===== config.mk =====
export PLATFORM = sky130hd
export DESIGN_NAME = tfn_norm
export DESIGN_NICKNAME = d
export VERILOG_FILES = /design/src/hw/rtl/tfn_pkg.sv /design/src/hw/rtl/tfn_norm.sv
export SDC_FILE = /design/constraint.sdc
export NUM_CORES = 2
export LEC_CHECK = 0
export BUFFER_PORTS_ARGS = -buffer_cell sky130_fd_sc_hd__buf_2
export CORE_AREA = 2 2 361 631
export CTS_CLUSTER_DIAMETER = 200
export DETAILED_ROUTE_END_ITERATION = 8
export DIE_AREA = 0 0 363 633
export GPL_TIMING_DRIVEN = 0
export HOLD_SLACK_MARGIN = 0.08
export SYNTH_ARGS = -nofsm -noshare
export SYNTH_HDL_FRONTEND = slang
export SYNTH_SLANG_ARGS = --single-unit
export TNS_END_PERCENT = 1

===== constraint.sdc =====
create_clock -name clock -period 22.4 [get_ports clock]
set_input_delay 3.36 -clock clock [delete_from_list [all_inputs] [get_ports clock]]
set_output_delay 3.36 -clock clock [all_outputs]
set_load 0.02 [all_outputs]

===== src/hw/rtl/tfn_pkg.sv =====
// ----------------------------------------------------------------------------
// tfn_pkg: shared types and constants of the triangle face normal pipeline
// Payload structs of both channels, stage bundles and fixed-point widths.
// ----------------------------------------------------------------------------
`default_nettype none

package tfn_pkg;

   localparam int COORD_W   = 16;
   localparam int DIFF_W    = COORD_W + 1;
   localparam int PROD_W    = 2 * DIFF_W;
   localparam int CROSS_W   = PROD_W + 1;
   localparam int MAG_W     = CROSS_W - 1;
   localparam int POS_W     = $clog2(MAG_W);
   localparam int NORM_W    = 24;
   localparam int NORM_MSB  = NORM_W - 1;
   localparam int SQ_W      = 2 * NORM_W;
   localparam int SUM_W     = SQ_W + 2;
   localparam int SQRT_SH   = 12;
   localparam int SQRT_IN_W = SUM_W + SQRT_SH;
   localparam int ROOT_W    = SQRT_IN_W / 2;
   localparam int TRIAL_W   = SQRT_IN_W + 2;
   localparam int FRAC_W    = 14;
   localparam int NUM_SHIFT = FRAC_W + 6;
   localparam int NUM_W     = NORM_W + NUM_SHIFT + 1;
   localparam int DIV_CMP_W = NUM_W + 2;
   localparam int QUO_W     = 16;
   localparam int OUT_W     = 16;
   localparam logic [OUT_W-1:0] ONE = OUT_W'(1 << FRAC_W);

   typedef struct packed {
      logic signed [COORD_W-1:0] ax;
      logic signed [COORD_W-1:0] ay;
      logic signed [COORD_W-1:0] az;
      logic signed [COORD_W-1:0] bx;
      logic signed [COORD_W-1:0] by;
      logic signed [COORD_W-1:0] bz;
      logic signed [COORD_W-1:0] cx;
      logic signed [COORD_W-1:0] cy;
      logic signed [COORD_W-1:0] cz;
      logic                      has_three;
   } req_type;

   typedef struct packed {
      logic signed [OUT_W-1:0] nx;
      logic signed [OUT_W-1:0] ny;
      logic signed [OUT_W-1:0] nz;
      logic                    fell_back;
   } rsp_type;

   typedef struct packed {
      logic                      valid;
      logic                      fb;
      logic signed [CROSS_W-1:0] c0;
      logic signed [CROSS_W-1:0] c1;
      logic signed [CROSS_W-1:0] c2;
   } cross_type;

   typedef struct packed {
      logic              fb;
      logic [2:0]        neg;
      logic [NORM_W-1:0] m0;
      logic [NORM_W-1:0] m1;
      logic [NORM_W-1:0] m2;
   } side_type;

   typedef struct packed {
      logic             valid;
      side_type         side;
      logic [SUM_W-1:0] s;
   } sq_type;

   typedef struct packed {
      logic              valid;
      side_type          side;
      logic [ROOT_W-1:0] len;
   } len_type;

   typedef struct packed {
      logic    valid;
      rsp_type data;
   } res_type;

endpackage

`default_nettype wire


===== src/hw/rtl/tfn_norm.sv =====
// ----------------------------------------------------------------------------
// tfn_norm: magnitude normalization and sum of squares
// Four stages: magnitudes and leading-one position, block shift, squares, sum.
// ----------------------------------------------------------------------------
`default_nettype none

module tfn_norm (
   input  wire                 clock,
   input  wire                 reset,
   input  wire                 adv,
   input  tfn_pkg::cross_type  in,
   output tfn_pkg::sq_type     out
);

   logic [tfn_pkg::MAG_W-1:0]  mag_in [3];
   logic [tfn_pkg::MAG_W-1:0]  or_in;
   logic [tfn_pkg::POS_W-1:0]  pos_in;
   logic [tfn_pkg::MAG_W-1:0]  sh_full [3];

   logic                       v4_ff, v5_ff, v6_ff, v7_ff;
   logic                       fb4_ff;
   logic [2:0]                 neg4_ff;
   logic [tfn_pkg::MAG_W-1:0]  m4_ff [3];
   logic [tfn_pkg::POS_W-1:0]  pos4_ff;
   tfn_pkg::side_type          side5_ff, side6_ff, side7_ff;
   logic [tfn_pkg::SQ_W-1:0]   sq6_ff [3];
   logic [tfn_pkg::SUM_W-1:0]  sum7_ff;

   always_comb begin
      mag_in[0] = in.c0[tfn_pkg::CROSS_W-1] ? tfn_pkg::MAG_W'(-in.c0)
                                             : tfn_pkg::MAG_W'(in.c0);
      mag_in[1] = in.c1[tfn_pkg::CROSS_W-1] ? tfn_pkg::MAG_W'(-in.c1)
                                             : tfn_pkg::MAG_W'(in.c1);
      mag_in[2] = in.c2[tfn_pkg::CROSS_W-1] ? tfn_pkg::MAG_W'(-in.c2)
                                             : tfn_pkg::MAG_W'(in.c2);
      or_in  = mag_in[0] | mag_in[1] | mag_in[2];
      // leading one of the OR is the leading one of the largest magnitude
      pos_in = '0;
      for (int i = 0; i < tfn_pkg::MAG_W; i++) begin
         if (or_in[i]) pos_in = tfn_pkg::POS_W'(i);
      end
   end

   always_comb begin
      for (int i = 0; i < 3; i++) begin
         if (pos4_ff > tfn_pkg::POS_W'(tfn_pkg::NORM_MSB))
            sh_full[i] = m4_ff[i] >> (pos4_ff - tfn_pkg::POS_W'(tfn_pkg::NORM_MSB));
         else
            sh_full[i] = m4_ff[i] << (tfn_pkg::POS_W'(tfn_pkg::NORM_MSB) - pos4_ff);
      end
   end

   always_ff @(posedge clock) begin
      if (reset) begin
         v4_ff <= 1'b0;
         v5_ff <= 1'b0;
         v6_ff <= 1'b0;
         v7_ff <= 1'b0;
      end else if (adv) begin
         v4_ff <= in.valid;
         v5_ff <= v4_ff;
         v6_ff <= v5_ff;
         v7_ff <= v6_ff;
      end
   end

   always_ff @(posedge clock) begin
      if (adv) begin
         fb4_ff  <= in.fb | (or_in == '0);
         neg4_ff <= {in.c2[tfn_pkg::CROSS_W-1], in.c1[tfn_pkg::CROSS_W-1],
                     in.c0[tfn_pkg::CROSS_W-1]};
         m4_ff   <= mag_in;
         pos4_ff <= pos_in;

         side5_ff.fb  <= fb4_ff;
         side5_ff.neg <= neg4_ff;
         side5_ff.m0  <= sh_full[0][tfn_pkg::NORM_W-1:0];
         side5_ff.m1  <= sh_full[1][tfn_pkg::NORM_W-1:0];
         side5_ff.m2  <= sh_full[2][tfn_pkg::NORM_W-1:0];

         side6_ff  <= side5_ff;
         sq6_ff[0] <= tfn_pkg::SQ_W'(side5_ff.m0) * tfn_pkg::SQ_W'(side5_ff.m0);
         sq6_ff[1] <= tfn_pkg::SQ_W'(side5_ff.m1) * tfn_pkg::SQ_W'(side5_ff.m1);
         sq6_ff[2] <= tfn_pkg::SQ_W'(side5_ff.m2) * tfn_pkg::SQ_W'(side5_ff.m2);

         side7_ff <= side6_ff;
         sum7_ff  <= tfn_pkg::SUM_W'(sq6_ff[0]) + tfn_pkg::SUM_W'(sq6_ff[1])
                     + tfn_pkg::SUM_W'(sq6_ff[2]);
      end
   end

   assign out.valid = v7_ff;
   assign out.side  = side7_ff;
   assign out.s     = sum7_ff;

endmodule

`default_nettype wire


==> run_results.csv <==
group,metric,value,unit
status,status,"finished, violations left",
status,violations,"max-capacitance violations, max-slew violations",
clock_tree,cts_tree,"yes",
synth,synth-edff-count,528,
layout,mostFrequentLayoutCell,"inv_1",
setup_path,crit_chain,"clkbuf_1, clkbuf_1, nand2_1, fa_1, inv_1, fa_1, fa_1, fa_1, fa_1, inv_1, fa_1, inv_1, fa_1, ha_1, or3_1, a221oi_1, a21oi_1, a21oi_1, o21ai_0, o2111a_1, a2111oi_0, or2_2, o21ai_0, xnor2_1",
setup_path,critPathTopFamily,"adder cells",
routing,antenna_left,0,
setup_path,cp_max_fo,10,
floorplan,num_rows,230,
placement,gp_congestion,1.018,
synth,ys_async_sr_fraction,0,%
timing,fmax,101.8,MHz
clock_tree,clk_latency,0.73,ns
setup_path,worst_r2r_startpoint,"side5_ff[39]",
setup_path,r2r_setup_slack,12.57,ns
timing,worstMarginPinSlew,1.590,ns
setup_path,crit_type,"reg2reg",
routing,drc_errors,0,
synth,yosysUniqueCellTypes,86,
floorplan,die_x,363,microns
floorplan,dieArea,229800,sq um
floorplan,core,224200,sq um
setup_path,path_buf_inv,5,
min_path,worstHoldStart,"side6_ff[26]",
timing,hold_violations,0,
clock_tree,cts_resized,0,
global_route,grt_pass1_wl,457500,microns
placement,portBuffers,236,
setup_path,crit_path_top_delay_cell,"edfxtp_1",
clock_tree,hold_buffers,0,
global_route,grt_use_total,28.20,%
clock_tree,clockRootBuffer,"clkbuf_16",
flow_run,drv_cap,1,
global_route,grt_overflow,0,
floorplan,pin_count,237,
routing,dr.pass1.iters,6,
layout,nets,10160,
global_route,grt_pass1_vias,65680,
routing,vias_per_cell,5.326,
layout,drive_above_1_share,5.988,%
synth,synth.cell_area,78160,sq um
min_path,hold_path_class,"reg2reg",
timing,setup_violations,0,
placement,dp_hpwl,271600,microns
global_route,grt_max_degree,134,
clock_tree,cts.reportedPaths.clkPinSlew,0.08,ns
clock_tree,htreeDepth,2,
setup_path,cp-end-kind,"register",
setup_path,critical_path.startpoint,"side5_ff[39]",
synth,synth_flop_cell,"edfxtp_1",
synth,synthCells,7859,
clock_tree,cts_inserted_buffers,59,
synth,ys_seq_area_share,20.39,%
timing,fin_crit_sh,43.87,%
timing,grt_setup_unrepaired,"no",
timing,period_needed,9.828,ns
setup_path,required,22.92,ns
synth,yosys_warnings,0,
timing,slew_headroom,-5.980,%
floorplan,start_util,34.87,%
routing,vias,59280,
clock_tree,cts_sinks,532,
floorplan,die_h,633,microns
timing,maxSlewViolCount,11,
layout,final_cell_mix,"inv_1 (1,735), fa_1 (1,316), nand2_1 (679), ha_1 (572), edfxtp_1 (528)",
routing,drtIter0Drc,3975,
setup_path,arrival,10.35,ns
global_route,antenna_found_initial,19,
layout,area_growth_syn_to_layout,9.171,%
setup_path,crit_top_cell,"fa_1",
timing,tns,0,ns
clock_tree,postCtsSetupBuffers,0,
routing,routedWlPerCell,28.82,microns
setup_path,start_kind,"register",
synth,ys_seq_elements,532,
timing,finalClockSkew,0.04202,ns
routing,routed_wl,320700,microns
setup_path,slowest_delay,0.82,ns
clock_tree,clock_path_buffers,3,
synth,syn_area_per_cell,9.946,sq um
-- worst reg2reg max path, stage by stage, from the launching register on --
cell and delay [ns]:
edfxtp_1 0.82, clkbuf_1 0.77, clkbuf_1 0.70, nand2_1 0.25
fa_1 0.54, inv_1 0.05, fa_1 0.46, fa_1 0.60
fa_1 0.47, fa_1 0.57, inv_1 0.06, fa_1 0.47
inv_1 0.04, fa_1 0.49, ha_1 0.26, or3_1 0.39
a221oi_1 0.22, a21oi_1 0.07, a21oi_1 0.56, o21ai_0 0.29
o2111a_1 0.29, a2111oi_0 0.64, or2_2 0.24, o21ai_0 0.12
xnor2_1 0.28
-- kinds of logic after synthesis --
group	Yosys count	synth area share, %
buffers and inverters	2047	9.848
adders and majority gates	1888	42.86
and+or+nand+nor	1783	11.12
AOI/OAI and AO/OA	1071	8.817
DFF	532	20.39
xor gates and xnor gates	299	3.350
muxes	238	3.615
other	1	0.004798
-- final cells by class --
class                   instances  area, sq um
diodes                         14        35.03
flip-flops and latches        532        15940
clock buffers                  65         1541
repair buffers                243         1324
fillers                     22360       138800
clock inverters                47        619.3
well taps                    2900         3628
inverters                    1738         6524
multi-input cells            5282        54550
plain buffers                 309         1175
-- worst paths after layout --
kind,endpoint,cells after the start
worst min register to register,out[76],0
worst max register to register,sq6_ff[0][95],24
worst min-delay path,out[76],0
worst max-delay path,sq6_ff[0][95],24
-- metal layers --
| metal | global-route usage, % | wire [microns] | vias to the layer above | part of all wire [%] |
|---|---|---|---|---|
| li1 | - | - | 25660 | - |
| met1 | 26.16 | 97880 | 30050 | 31 |
| met2 | 51.08 | 165200 | 2441 | 52 |
| met3 | 3.540 | 14920 | 1120 | 4.7 |
| met4 | 30.07 | 42660 | 6 | 13 |
| met5 | 0 | 41 | - | 0.013 |
-- cells in the mapped netlist, drive strengths merged, types with 15 or more instances --
| cell | number | area share, % |
|---|---|---|
| xnor2 | 210 | 2.4 |
| nor4 | 18 | 0.15 |
| o41ai | 21 | 0.24 |
| ha | 572 | 9.2 |
| clkbuf | 278 | 1.3 |
| or2 | 28 | 0.22 |
| nor2 | 309 | 1.5 |
| mux4 | 30 | 0.86 |
| o21a | 26 | 0.25 |
| a211oi | 59 | 0.57 |
| a21oi | 294 | 1.9 |
| nand4 | 22 | 0.18 |
| or4 | 19 | 0.19 |
| o21ai | 223 | 1.4 |
| a31oi | 48 | 0.38 |
| buf | 31 | 0.17 |
| o22ai | 49 | 0.39 |
| o31ai | 43 | 0.45 |
| o21bai | 24 | 0.23 |
| edfxtp | 528 | 20 |
| nand3 | 51 | 0.33 |
| mux2 | 54 | 0.78 |
| nand2 | 679 | 3.3 |
| nor2b | 51 | 0.41 |
| o211ai | 32 | 0.31 |
| nand2b | 29 | 0.23 |
| fa | 1316 | 34 |
| a21o | 121 | 1.2 |
| inv | 1735 | 8.3 |
| or3 | 50 | 0.44 |
| and3 | 24 | 0.19 |
| a32oi | 15 | 0.17 |
| xor2 | 89 | 1.0 |
| nor3 | 47 | 0.31 |
| mux2i | 154 | 2.0 |
| and2 | 430 | 3.4 |
-- registers in the layout, indices dropped and copies added (netlist names) --
signal,flops
out,76
sq6_ff,138
sum7_ff,50
side6_ff,76
v4_ff,1
m4_ff,102
side5_ff,76
neg4_ff,3
v6_ff,1
v7_ff,1
pos4_ff,6
v5_ff,1
fb4_ff,1
-- per-stage QoR --
stage / hold WS [ns] / instance area (sq um) / instances / worst slack [ns] / utilization, %
finish: 0.4050 / 85330 / 11130 / 12.57 / 38.06
global route: 0.4160 / 85300 / 11120 / 12.27 / 38.05
CTS: 0.4045 / 85280 / 11110 / 12.71 / 38.04
detailed placement: 0.4045 / 83110 / 11000 / 12.76 / 37.08
global placement: 0.4030 / 82980 / 11000 / 9.327 / 37.02
floorplan: 0.4003 / 78170 / 7861 / 15.12 / -
Power is not shown: default switching activity piles up to over one toggle a cycle in this logic, so the estimate is an artifact.
